[config.mk]
export PLATFORM = sky130hd
export DESIGN_NAME = vucn_div
export DESIGN_NICKNAME = d
export VERILOG_FILES = /design/src/rtl/assert_macros.svh /design/src/rtl/vucn_pkg.sv /design/src/rtl/vucn_div.sv
export SDC_FILE = /design/constraint.sdc
export NUM_CORES = 1
export LEC_CHECK = 0
export BUFFER_PORTS_ARGS = -buffer_cell sky130_fd_sc_hd__buf_4
export CAP_MARGIN = 20
export CORE_MARGIN = 2
export CORE_UTILIZATION = 46
export DETAILED_ROUTE_END_ITERATION = 8
export HOLD_SLACK_MARGIN = 0.15
export PLACE_DENSITY = 0.67
export SYNTH_ARGS = -nofsm -noshare
export SYNTH_HDL_FRONTEND = slang
export SYNTH_SLANG_ARGS = --single-unit
[constraint.sdc]
create_clock -name clock -period 14.1 [get_ports clock]
set_input_delay 1.41 -clock clock [delete_from_list [all_inputs] [get_ports clock]]
set_output_delay 1.41 -clock clock [all_outputs]
set_load 0.03 [all_outputs]
[src/rtl/assert_macros.svh]
// Assertion macros shared by the RTL of the vertex unit cube normalizer.
// Needs nothing else; included by files that carry concurrent assertions.
`ifndef ASSERT_MACROS_SVH
`define ASSERT_MACROS_SVH

// Property checked at every rising clock edge, held off while reset is high.
`define VUCN_ASSERT(name, clk, rst, prop, msg) \
   name: assert property (@(posedge clk) disable iff (rst) prop) else $error(msg);

// Property checked at every rising clock edge, reset included.
`define VUCN_ASSERT_ALWAYS(name, clk, prop, msg) \
   name: assert property (@(posedge clk) prop) else $error(msg);

`endif

[src/rtl/vucn_pkg.sv]
// Types and constants of the vertex unit cube normalizer.
// Depends on nothing; used by vucn_div, vertex_unit_cube_normalizer and the testbench.
package vucn_pkg;

   localparam int COORD_W   = 32;   // Q16.16 coordinate
   localparam int NORM_W    = 17;   // Q.16 normalized result
   localparam int DIFF_W    = 33;   // point minus centre
   localparam int QUO_BITS  = 17;   // quotient bits developed by the divider
   localparam int REM_W     = 51;   // dividend and partial remainder
   localparam int STEP_W    = 5;    // divider step counter
   localparam logic [NORM_W-1:0] NORM_MAX = 17'd32768;

   typedef enum logic [2:0] {
      ST_LOAD,
      ST_BOX,
      ST_READ,
      ST_START,
      ST_DIV
   } ctrl_state_type;

   typedef enum logic [1:0] {
      DIV_IDLE,
      DIV_PREP,
      DIV_RUN,
      DIV_DONE
   } div_state_type;

endpackage

[src/rtl/vucn_div.sv]
// Sequential rounding divider: round(|d| * 65536 / ext), saturated, with the sign of d.
// Depends on vucn_pkg.
module vucn_div import vucn_pkg::*; (
   input  logic                      clock,
   input  logic                      reset,
   input  logic                      start,
   input  logic signed [DIFF_W-1:0]  diff,
   input  logic [COORD_W-1:0]        ext,
   output logic                      done,
   output logic signed [NORM_W-1:0]  quot
);

   div_state_type state_ff, state_in;
   logic [STEP_W-1:0]  step_ff, step_in;
   logic               neg_ff, neg_in;
   logic [DIFF_W-1:0]  mag_ff, mag_in;
   logic [COORD_W-1:0] div_ff, div_in;
   logic [REM_W-1:0]   rem_ff, rem_in;
   logic [REM_W-1:0]   dsh_ff, dsh_in;
   logic [QUO_BITS-1:0] q_ff, q_in;
   logic               sat_ff, sat_in;
   logic [REM_W-1:0]   numer;
   logic [REM_W-1:0]   dtop;
   logic [NORM_W-1:0]  qmag;

   always_ff @(posedge clock) begin
      if (reset) begin
         state_ff <= DIV_IDLE;
         step_ff  <= '0;
      end else begin
         state_ff <= state_in;
         step_ff  <= step_in;
      end
      neg_ff <= neg_in;
      mag_ff <= mag_in;
      div_ff <= div_in;
      rem_ff <= rem_in;
      dsh_ff <= dsh_in;
      q_ff   <= q_in;
      sat_ff <= sat_in;
   end

   // Rounded quotient is floor((2*mag*65536 + div) / (2*div)).
   assign numer = {1'b0, mag_ff, 17'd0} + REM_W'(div_ff);
   assign dtop  = {1'b0, div_ff, 18'd0};

   always_comb begin
      state_in = state_ff;
      step_in  = step_ff;
      neg_in   = neg_ff;
      mag_in   = mag_ff;
      div_in   = div_ff;
      rem_in   = rem_ff;
      dsh_in   = dsh_ff;
      q_in     = q_ff;
      sat_in   = sat_ff;
      done     = 1'b0;
      case (state_ff)
         DIV_IDLE: begin
            if (start) begin
               neg_in   = diff[DIFF_W-1];
               mag_in   = diff[DIFF_W-1] ? DIFF_W'(-diff) : DIFF_W'(diff);
               div_in   = (ext == '0) ? COORD_W'(1) : ext;
               state_in = DIV_PREP;
            end
         end
         DIV_PREP: begin
            rem_in   = numer;
            dsh_in   = {18'd0, div_ff, 1'b0} << (QUO_BITS - 1);
            sat_in   = (numer >= dtop);
            q_in     = '0;
            step_in  = '0;
            state_in = DIV_RUN;
         end
         DIV_RUN: begin
            if (rem_ff >= dsh_ff) begin
               rem_in = rem_ff - dsh_ff;
               q_in   = {q_ff[QUO_BITS-2:0], 1'b1};
            end else begin
               q_in   = {q_ff[QUO_BITS-2:0], 1'b0};
            end
            dsh_in  = dsh_ff >> 1;
            step_in = step_ff + STEP_W'(1);
            if (step_ff == STEP_W'(QUO_BITS - 1)) begin
               state_in = DIV_DONE;
            end
         end
         DIV_DONE: begin
            done     = 1'b1;
            state_in = DIV_IDLE;
         end
         default: begin
            state_in = DIV_IDLE;
         end
      endcase
   end

   assign qmag = (sat_ff || (q_ff > NORM_MAX)) ? NORM_MAX : q_ff;
   assign quot = neg_ff ? NORM_W'(-qmag) : NORM_W'(qmag);

endmodule

== After elaboration in Yosys (flattened, before gate mapping) ==
Cells that the tools add are included.

* Register bits: 193
* Bits of input ports: 68
* Output and inout port bits: 18
* Word-level logic and storage cells: 45

* $add $sub $neg: 5
* $lt $le $gt $ge: 3
* Equal/unequal tests: 7
* Mux-type cells: 13
* Reductions and logical operators: 7

{| class="wikitable"
|+ Operators by type and width
! kind !! number
|-
| one-hot mux 51 bit (2 select lines) || 2
|-
| adder 50 x 32 -> 51 bit || 1
|-
| greater-or-equal comparator 51 x 50 -> 1 bit || 1
|-
| greater-or-equal comparator 51 bit || 1
|-
| two-way mux 51 bit || 1
|-
| subtractor 51 bit || 1
|-
| two-way mux 17 bit || 2
|-
| one-hot mux 17 bit (2 select lines) || 1
|-
| negation 33 bit || 1
|-
| zero test 32 bit || 1
|-
| two-way mux 32 bit || 1
|-
| greater-than comparator 17 x 16 -> 1 bit, second input constant || 1
|-
| negation 17 bit || 1
|-
| one-hot mux 5 bit (2 select lines) || 1
|-
| one-hot mux 2 bit (4 select lines) || 1
|-
| inequality test 2 bit, second input constant || 3
|-
| AND reduction 2 bit || 3
|-
| adder 5 x 1 -> 5 bit, second input constant || 1
|-
| equality test 5 bit, second input constant || 1
|-
| equality test 2 bit, second input constant || 2
|-
| two-way mux 2 bit || 2
|-
| equality test 2 x 1 -> 1 bit, second input constant || 1
|-
| zero test 2 bit || 1
|-
| two-way mux 1 bit || 2
|-
| other kinds (2) || 2
|}

== Depth between registers and ports, before layout ==
Gate-level depths: netlist (run 1).

* Depth after elaboration: 5
* Gate-level depth with buffers: 17
* Depth with buffers taken out: 17

== Least setup slack after synthesis (run 1) ==
Ideal clock, no wire load.

* Kind: register to register
* Start: reg rem_ff[8]
* End: reg rem_ff[0], enable pin
* Library setup time: 0.477 ns
* Arrival time: 4.933 ns
* Required time: 13.623 ns
* Setup slack: 8.690 ns
* Cell stages (with the launch flop): 12
* Buffers on the path: 1
* Clock period less this slack: 5.410 ns
* Cell sequence: edfxtp_1 > ha_1 > clkbuf_2 > nand3_1 > or2_2 > a21oi_2 > o221ai_1 > o21ai_1 > a31oi_1 > o41ai_1 > a31oi_1 > a21oi_1

* Cells in the longest elaborated chain, start to end: 3

{| class="wikitable"
|+ Ends and longest elaborated chain
! what !! line !! text
|-
| start: declaration || vucn_div.sv:18 || <nowiki>logic [REM_W-1:0] rem_ff, rem_in;</nowiki>
|-
| start signal: assignment || vucn_div.sv:37 || <nowiki>rem_ff <= rem_in;</nowiki>
|-
| greater-or-equal comparator 51 bit || vucn_div.sv:76 || <nowiki>if (rem_ff >= dsh_ff) begin</nowiki>
|-
| inequality test 2 bit (no source line) || - ||
|-
| AND reduction 2 bit (no source line) || - ||
|}

Every way passes these cells.
A chain may end at the register's enable or synchronous reset.

== Worst setup path after layout (run 1) ==
* Start: reg q_ff[2]
* End: out quot[12]

* Cells in the longest elaborated chain, start to end: 5

{| class="wikitable"
|+ Ends and longest elaborated chain
! what !! line !! text
|-
| start: declaration || vucn_div.sv:20 || <nowiki>logic [QUO_BITS-1:0] q_ff, q_in;</nowiki>
|-
| start signal: assignment || vucn_div.sv:39 || <nowiki>q_ff <= q_in;</nowiki>
|-
| greater-than comparator 17 x 16 -> 1 bit || vucn_div.sv:98 || <nowiki>assign qmag = (sat_ff || (q_ff > NORM_MAX)) ? NORM_MAX : q_ff;</nowiki>
|-
| logical OR 1 bit || vucn_div.sv:98 ||
|-
| two-way mux 17 bit (*) || vucn_div.sv:98 ||
|-
| negation 17 bit || vucn_div.sv:99 || <nowiki>assign quot = neg_ff ? NORM_W'(-qmag) : NORM_W'(qmag);</nowiki>
|-
| two-way mux 17 bit (*) || vucn_div.sv:99 ||
|-
| end: declaration || vucn_div.sv:10 || <nowiki>output logic signed [NORM_W-1:0] quot</nowiki>
|}

Every way passes the cells marked *; elsewhere a longest branch is shown, timed or not.

==> metrics.yaml, run 1 <==
dp_hpwl_mm: 24.24
cts_hold_buf: 0
r2r-end: "rem_ff[8]"
area_growth_pct: 11.14
coreArea_um2: 28010
routed_wl_mm: 31.98
syn_area_per_cell_um2: 9.504
crit_buf_inv: 2
ys_ff_latch: 191
clockRootBuffer: "clkbuf_16"
rrSetupSlack_ps: 9610
endpoint: "quot[12]"
cpMaxStageDelayCell: "edfxtp_1"
grt-ovfl-total: 0
postLayoutCellArea_um2: 14650
vias: 10200
cts_made_buffers: 17
num-nets-final: 1594
fin_skew_ps: 10.40
r2r_start: "dsh_ff[3]"
syn_area_um2: 13180
n_antenna_cell: 0
die_h_um: 173.3
drt_pre_antenna_iters: 6
tightest_slew_ps: 1100
path_max_fanout: 11
core.rowCount: 61
startpoint: "q_ff[2]"
final_common_cell: "edfxtp_1"
drive_gt1_share_pct: 10.89
arrival_ps: 3820
syn-num-nets: 1562
place_congestion: 0.9249
maxSlewHeadroom_pct: 24.74
yosys_warnings: 0
synthArstFlopShare_pct: 0
rsz0062_at_grt: "no"
crit_chain: "nor4_2 > nand4b_1 > or4_1 > or2_2 > a211oi_1 > buf_4 > nand2_1 > ha_1 > o21ai_1 > nand2_1 > xor2_1 > buf_4"
die_area_um2: 30030
grt_max_degree: 96
final_cell_mix: "edfxtp_1 (184), nand2_1 (134), inv_1 (110)"
drc: 0
clock_latency_ps: 450
fillers: 2597
synthCells: 1387
worst_setup_path_end_kind: "output port"
cts_tree: "built"
viasPerCell: 5.635
final_antenna_net_count: 0
cts.sinks: 191
critical_path_class: "reg2out"
synth_edf_count: 184
ctsResizeCount: 0
cts_setup_buffers: 0
slowest_delay_ps: 470
num_io_pins: 86
post-route-period-util_pct: 37.09
cp_top_family: "simple AND/OR/NAND/NOR gates"
wire_per_inst_um: 17.67
grt_first_pass_wirelength_mm: 50.90
max-cap-violations: 0
dpl-instance-area_um2: 14070
seq_area_frac_synth_pct: 42.98
cp-start-kind: "register"
die_w_um: 173.3
min_period_ps: 5229
yosysUniqueCellTypes: 72
grt_antenna_before_repair: 0
fin_tns_setup_ps: 0
rr_worst_depth: 12
synth_flop_cell: "edfxtp_1"
setup_violations: 0
grt_pass1_vias: 9749
slew_viol_final: 0
status: "complete, no violations"
start_util_pct: 47.06
cts_buffer_depth: 2
cp_data_required_time_ps: 12690
hp-class: "reg2reg"
grtUsageTotal_pct: 21.27
cts_max_level: 4
clk_pin_slew_ps: 80
path_depth: 12
numPortBuffers: 85
hold_violations: 0
drt_iter0_markers: 823
fmax_mhz: 191.2
sequential cells by signal, summed over array words and instances, names as in the netlist:
| name | cells |
|---|---|
| rem_ff | 51 |
| dsh_ff | 49 |
| mag_ff | 33 |
| div_ff | 32 |
| q_ff | 17 |
| step_ff | 5 |
| state_ff | 2 |
| neg_ff | 1 |
| sat_ff | 1 |
cell usage after synthesis (all sizes together) (10+ instances only):
master | n | area [µm²]
nand3 | 29 | 145.1
o21bai | 16 | 120.1
nor2 | 107 | 404.1
o21ai | 109 | 545.5
a21oi | 95 | 479.2
edfxtp | 184 | 5525
nor3 | 24 | 120.1
nand4 | 24 | 150.1
ha | 105 | 1314
inv | 110 | 412.9
or3 | 10 | 68.82
a211oi | 14 | 105.1
clkbuf | 71 | 272.8
xor2 | 35 | 306.5
o31ai | 16 | 133.9
a21o | 39 | 292.8
xnor2 | 83 | 727.0
mux2 | 11 | 123.9
nor4 | 22 | 150.1
and2 | 22 | 137.6
o21a | 10 | 75.07
nand2 | 134 | 503.0
worst register-to-register path, stage by stage, from the launching register on:
cell	delay [ps]
edfxtp_1	350
inv_1	60
ha_1	360
nand3_1	260
o21bai_1	310
a21oi_2	270
o221ai_1	370
o21ai_1	510
a31oi_1	300
o41ai_1	300
a31oi_1	210
a21oi_4	180
buf_4	610
metal layers:
metal	GRT usage, %	vias to the layer above	routed length, µm
li1	-	5055	-
met1	29.30	4710	14840
met2	34.40	385	14470
met3	3.706	49	2003
met4	6.356	0	663
met5	0	-	0
area by class of cell:
| class | count | area [µm²] | share of cell area [%] |
|---|---|---|---|
| Multi-Input combinational cell | 1009 | 6842 | 46.70 |
| Tap cell | 378 | 473.0 | 3.228 |
| Inverter | 110 | 412.9 | 2.818 |
| Clock inverter | 14 | 152.6 | 1.042 |
| Sequential cell | 191 | 5665 | 38.67 |
| Timing Repair Buffer | 90 | 675.6 | 4.612 |
| Clock buffer | 18 | 429.2 | 2.929 |
kinds of logic after synthesis:
logic type,after synthesis,share of synthesized area (%)
AND/OR/NAND/NOR,415,15.28
AO/OA/AOI/OAI,355,17.06
flip-flops,191,42.98
buffers and inverters,187,5.401
XOR/XNOR,118,7.841
adder cells (fa/ha/maj),107,10.27
multiplexers,14,1.168
worst min path at each step:
stage	cells after the start	end	startpoint	slack (ps)
6_report	2	step_ff[3]	step_ff[3]	540
5_1_grt	2	step_ff[0]	step_ff[0]	590
4_1_cts	2	state_ff[0]	state_ff[0]	550
3_5_place_dp	2	step_ff[3]	step_ff[3]	530
3_3_place_gp	2	step_ff[4]	step_ff[4]	500
2_1_floorplan	2	step_ff[4]	step_ff[4]	480
per-stage QoR:
step	hold slack, ps	util [%]	setup WS (ps)	std cells
after floorplan	479.4	-	8690	1387
after global placement	499.9	50.23	9452	1778
after detailed placement	532.6	50.23	9344	1778
after CTS	549.8	52.30	8852	1810
after global routing	585.8	52.30	8589	1810
final	544.3	52.30	8871	1810
Power of run 1 is left out: the tool's default activity adds up to more than one toggle a clock period on the data nets, which glitch-free logic cannot reach.
==> run 2, diff against run 1 <==
==> constraint.sdc (replaced) <==
create_clock -name clock -period 5.3 [get_ports clock]
set_input_delay 0.53 -clock clock [delete_from_list [all_inputs] [get_ports clock]]
set_output_delay 0.53 -clock clock [all_outputs]
set_load 0.03 [all_outputs]
==> run 2 against run 1 <==
  * Cell area rose by 0.49%
  * Via count rose by 0.56%
  * Core utilization rose by 0.25 points
  * First-iteration DRC count rose by 12%
  * Global-route usage rose by 0.20 points
  * Worst setup slack got worse by 8000 ps
  * Count of clock-buffer cells in the layout fell by 1
  * Critical path depth did not move
  * Critical path type unchanged
  * Flip-flop and latch count did not move
  * Sequential share of layout area fell by 0.19 points
  * Non-clock buffer count did not move
  * Cell count did not move
==> metrics.yaml, run 2 (synthesized netlist as in run 1, its figures left out) <==
status: "complete, no violations"  # unchanged
path_max_fanout: 11  # unchanged
drive_gt1_share_pct: 10.96  # was 10.89%
crit_chain: "nor4_2 > nand4b_1 > or4_1 > or2_2 > a211oi_1 > buf_4 > nand2_1 > ha_1 > o21ai_1 > nand2_1 > xor2_1 > buf_4"  # unchanged
clk_pin_slew_ps: 90  # was 80 ps
grt_antenna_before_repair: 0  # unchanged
top_regs: "rem_ff x51, dsh_ff x49, mag_ff x33"  # unchanged
hp-class: "in2reg"  # was reg2reg
numPortBuffers: 85  # unchanged
setup_violations: 0  # unchanged
cts_buffer_depth: 2  # unchanged
cpMaxStageDelayCell: "edfxtp_1"  # unchanged
r2r_start: "div_ff[18]"  # was dsh_ff[3]
grt_pass1_vias: 9844  # was 9749
arrival_ps: 3850  # was 3820 ps
fin_tns_setup_ps: 0  # unchanged
multi_input_area_um2: 6842  # unchanged
fmax_mhz: 228.1
wire_per_inst_um: 17.68  # was 17.67 µm
place_congestion: 0.9326  # was 0.9249
grt-ovfl-total: 0  # unchanged
r2r-end: "sat_ff"  # was rem_ff[8]
path_depth: 12  # unchanged
cts_tree: "built"  # unchanged
cts_made_buffers: 17  # unchanged
die_w_um: 173.3  # unchanged
cts_hold_buf: 0  # unchanged
maxSlewHeadroom_pct: 32.05  # was 24.74%
min_period_ps: 4384
regMostFlops: "rem_ff"  # unchanged
clockRootBuffer: "clkbuf_16"  # unchanged
worst_setup_path_end_kind: "output port"  # unchanged
drc: 0  # unchanged
max-cap-violations: 0  # unchanged
coreArea_um2: 28010  # unchanged
n_antenna_cell: 0  # unchanged
endpoint: "quot[12]"  # unchanged
routed_wl_mm: 31.99  # was 31.98 mm
start_util_pct: 47.06  # unchanged
crit_buf_inv: 2  # unchanged
drt_pre_antenna_iters: 5  # was 6
num_io_pins: 86  # unchanged
grt_max_degree: 97  # was 96
area_growth_pct: 11.68  # was 11.14%
cts_max_level: 4  # unchanged
final_cell_mix: "edfxtp_1 (184), nand2_1 (134), inv_1 (110)"  # unchanged
num-nets-final: 1594  # unchanged
grt_first_pass_wirelength_mm: 51.45  # was 50.90 mm
cp-start-kind: "register"  # unchanged
fin_skew_ps: 14.12  # was 10.40 ps
die_area_um2: 30030  # unchanged
grtUsageTotal_pct: 21.47  # was 21.27%
seqCellArea_um2: 5665  # unchanged
drt_iter0_markers: 922  # was 823
tightest_slew_ps: 1019  # was 1100 ps
cts_setup_buffers: 0  # unchanged
viasPerCell: 5.666  # was 5.635
final_common_cell: "edfxtp_1"  # unchanged
hold_violations: 0  # unchanged
post-route-period-util_pct: 82.71
slew_viol_final: 0  # unchanged
rr_worst_depth: 15  # was 12
largest_register_ffs: 51  # unchanged
vias: 10260  # was 10200
core.rowCount: 61  # unchanged
dpl-instance-area_um2: 14080  # was 14070 µm²
rrSetupSlack_ps: 930  # was 9610 ps
rsz0062_at_grt: "no"  # unchanged
critical_path_class: "reg2out"  # unchanged
clock_latency_ps: 450  # about the same
cts.sinks: 191  # unchanged
fillers: 2545  # was 2597
final_antenna_net_count: 0  # unchanged
ctsResizeCount: 0  # unchanged
dp_hpwl_mm: 24.52  # was 24.24 mm
slowest_delay_ps: 460  # was 470 ps
die_h_um: 173.3  # unchanged
startpoint: "q_ff[2]"  # unchanged
postLayoutCellArea_um2: 14720  # was 14650 µm²
cp_data_required_time_ps: 4770  # was 12690 ps
cp_top_family: "simple AND/OR/NAND/NOR gates"  # unchanged
-- run 2: metal layers --
layer	track usage (%)	wire, µm	part of all wire [%]	vias up
met5	0	0	0	-
met4	8.157	1013	3.2	0
met3	3.443	1971	6.2	56
met2	33.75	14200	44	381
met1	29.89	14800	46	4759
li1	-	-	-	5060
-- run 2: area by class of cell --
cell class                      instances  area share [%]
Clock buffer                           17           2.890
Sequential cell                       191           38.48
Inverter                              110           2.805
Clock inverter                         15           1.462
Tap cell                              378           3.213
Multi-Input combinational cell       1009           46.47
Timing Repair Buffer                   90           4.674
-- run 2: through the flow --
stage          setup WS, ps  utilization [%]  hold WS (ps)  cells
6_report              916.1            52.56         262.5   1810
2_1_floorplan          1017                -         479.4   1387
3_3_place_gp           1079            50.27         502.3   1778
4_1_cts               898.1            52.56         251.0   1810
5_1_grt               591.1            52.56         237.7   1810
3_5_place_dp           1005            50.27         514.2   1778
-- run 2: worst min-delay path by stage --
| stage | slack [ps] | to | startpoint | depth (start not counted) |
|---|---|---|---|---|
| after floorplan | 480 | step_ff[4] | step_ff[4] | 2 |
| after global placement | 500 | step_ff[4] | step_ff[4] | 2 |
| after detailed placement | 510 | step_ff[4] | step_ff[4] | 2 |
| after CTS | 250 | div_ff[11] | ext[11] | 1 |
| after global routing | 240 | div_ff[11] | ext[11] | 1 |
| final | 260 | div_ff[12] | ext[12] | 1 |
Power of run 2 is left out for the same reason.
==> run 3, diff against run 2 <==
--- a/config.mk
+++ b/config.mk
@@ -11,7 +11,7 @@
 export CORE_UTILIZATION = 46
 export DETAILED_ROUTE_END_ITERATION = 8
 export HOLD_SLACK_MARGIN = 0.15
-export PLACE_DENSITY = 0.67
+export PLACE_DENSITY = 0.7
 export SYNTH_ARGS = -nofsm -noshare
 export SYNTH_HDL_FRONTEND = slang
 export SYNTH_SLANG_ARGS = --single-unit
==> constraint.sdc (replaced) <==
create_clock -name clock -period 3.6 [get_ports clock]
set_input_delay 0.36 -clock clock [delete_from_list [all_inputs] [get_ports clock]]
set_output_delay 0.36 -clock clock [all_outputs]
set_load 0.03 [all_outputs]
==> run 3 against run 2 <==
  * The run now ends with setup timing left
  * Flip-flop and latch count is the same
  * Global-route usage grew 0.33 points
  * Worst setup slack worse by 1200 ps
  * Cell count increased by 7.3%
  * Via count grew 6.1%
  * Routed wire length increased by 5.6%
  * Clock skew up 4.5 ps
  * Count of clock-buffer cells in the layout unchanged
  * Register-to-register slack lost 1200 ps
  * Largest cell class unchanged
==> metrics.yaml, run 3 (synthesized netlist as in run 1, its figures left out) <==
status: "complete, but fails checks"  # was complete, no violations
failed_checks: "setup timing"
drt_iter0_markers: 981  # was 922
grt_max_degree: 92  # was 97
power.switching_uw: 8198
cts_made_buffers: 17  # unchanged
vias: 10880  # was 10260
dp_cells: 1855  # was 1778
cts_tree: "built"  # unchanged
tightest_slew_ps: 980.8  # was 1019 ps
static-leakage-power_uw: 0.006613
slew_viol_final: 0  # unchanged
p_seq_share_pct: 25.7
cp-start-kind: "register"  # unchanged
final_antenna_net_count: 0  # unchanged
rsz0062_at_grt: "yes"  # was no
clk_pin_slew_ps: 90  # about the same
core.rowCount: 61  # unchanged
area_growth_pct: 23.71  # was 11.68%
path_max_fanout: 3  # was 11
regMostFlops: "rem_ff"  # unchanged
die_h_um: 173.3  # unchanged
numPortBuffers: 85  # unchanged
arrival_ps: 4040  # was 3850 ps
die_w_um: 173.3  # unchanged
hp-class: "in2reg"  # unchanged
final_cell_mix: "edfxtp_1 (184), buf_4 (177), nand2_1 (127)"  # was edfxtp_1 (184), nand2_1 (134), inv_1 (110)
holdWs_ps: 196.0  # was 262.5 ps
clkPwrFrac_pct: 11.3
top_regs: "rem_ff x51, dsh_ff x49, mag_ff x33"  # unchanged
power.total_uw: 17620
grt-ovfl-total: 0  # unchanged
hold_violations: 0  # unchanged
maxSlewHeadroom_pct: 34.61  # was 32.05%
viasPerCell: 5.601  # was 5.666
grt_pass1_vias: 10580  # was 9844
p_int_uw: 9426
wire_per_inst_um: 17.40  # was 17.68 µm
max-cap-violations: 0  # unchanged
num-nets-final: 1726  # was 1594
worst_setup_path_end_kind: "register"  # was output port
combPwrFrac_pct: 63.0
num_io_pins: 86  # unchanged
routed_wl_mm: 33.78  # was 31.99 mm
drive_gt1_share_pct: 20.14  # was 10.96%
cpMaxStageDelayCell: "edfxtp_1"  # unchanged
critical_path_class: "reg2reg"  # was reg2out
place_congestion: 0.9275  # was 0.9326
cts.sinks: 191  # unchanged
post-route-period-util_pct: 107.1
fin_skew_ps: 18.58  # was 14.12 ps
slowest_delay_ps: 450  # was 460 ps
final_core_util_pct: 58.22  # was 52.56%
min_period_ps: 3855
p_sw_share_pct: 46.52
grt_first_pass_wirelength_mm: 52.79  # was 51.45 mm
drt_pre_antenna_iters: 6  # was 5
irDropWorstVdd_mv: 0.5002
n_antenna_cell: 0  # unchanged
cp_data_required_time_ps: 3790  # was 4770 ps
die_area_um2: 30030  # unchanged
coreArea_um2: 28010  # unchanged
finalWorstSetupSlack_ps: -254.9  # was 916.1 ps
setup_violations: 8  # was 0
crit_chain: "ha_4 > nand2_4 > a2111oi_4 > buf_4 > a211oi_4 > o41a_1 > nor2_2 > xor2_1 > ha_1 > a21o_1 > a21o_1 > a21oi_2 > o21ai_2 > a2111oi_4 > o21ai_1"  # was nor4_2 > nand4b_1 > or4_1 > or2_2 > a211oi_1 > buf_4 > nand2_1 > ha_1 > o21ai_1 > nand2_1 > xor2_1 > buf_4
cts_buffer_depth: 2  # unchanged
clockRootBuffer: "clkbuf_16"  # unchanged
powerDensity_nw_per_um2: 1081
dp_hpwl_mm: 25.05  # was 24.52 mm
grtUsageTotal_pct: 21.80  # was 21.47%
clock_latency_ps: 450  # about the same
drc: 0  # unchanged
cts_max_level: 4  # unchanged
stdcell_count: 1942  # was 1810
grt_antenna_before_repair: 0  # unchanged
start_util_pct: 47.06  # unchanged
largest_register_ffs: 51  # unchanged
final_common_cell: "edfxtp_1"  # unchanged
fmax_mhz: 259.4
[run 3: cell types whose count changed in the layout (fill, tap and decap cells not counted), sizes merged]
| cell | previous run | this run |
|---|---|---|
| buf | 90 | 189 |
| clkinv | 5 | 7 |
| dlygate4sd3 | 0 | 33 |
| inv | 120 | 118 |
[run 3: area by class of cell]
cell class | count | area [µm²]
well taps | 378 | 473.0
flip-flops and latches | 191 | 5665
fillers | 2355 | 11700
clock inverters | 15 | 216.5
multi-input cells | 1009 | 7311
clock buffers | 17 | 425.4
repair buffers | 222 | 1803
inverters | 110 | 412.9
[run 3: what timing repair did]
action                     4_1_cts  5_1_grt
hold endpoints to repair        34        0
buffers inserted                 9       14
resized for setup               44       43
gates cloned                     0        0
pin swaps                       23       39
setup endpoints to repair       10       12
hold buffers                    33        0
[run 3: final timing paths]
kind                                  from         end  slack (ps)  depth (start not counted)
worst max-delay path            div_ff[25]      sat_ff        -250                         15
worst min register to register  step_ff[4]  step_ff[4]         530                          2
worst max register to register  div_ff[25]      sat_ff        -250                         15
worst min-delay path                ext[0]   div_ff[0]         200                          2
[run 3: routing by layer]
metal | part of all wire (%) | up-vias | track usage (%)
met5 | 0 | - | 0
met4 | 3.6 | 0 | 9.463
met3 | 5.6 | 63 | 3.070
met2 | 46 | 370 | 35.22
met1 | 45 | 5122 | 29.35
li1 | - | 5323 | -
[run 3: power groups by stage]
stage	clock (µW)	sequential [µW]	combinational [µW]
CTS	2030	4510	10700
detailed placement	0	4540	10300
global placement	0	4490	10200
global route	2120	4640	12100
finish	1990	4530	11100
floorplan	0	4380	7520
[run 3: per-stage QoR]
step	setup WS, ps	TNS, ps	area [µm²]
3_3_place_gp	-445.9	-445.9	14790
2_1_floorplan	20.25	0	13340
5_1_grt	-363.3	-1725	16310
4_1_cts	-344.0	-1247	16000
6_report	-254.9	-587.7	16310
3_5_place_dp	-634.0	-634.0	14790
[run 3: critical path, delay by kind of cell (launching register included)]
family | cells | cell delay [ps]
compound gates | 9 | 1870
simple gates | 2 | 180
xor+xnor | 1 | 270
buf+inv | 1 | 190
fa+ha+maj | 2 | 640
flops | 1 | 450
No activity file was read; power rests on OpenSTA's default activity.
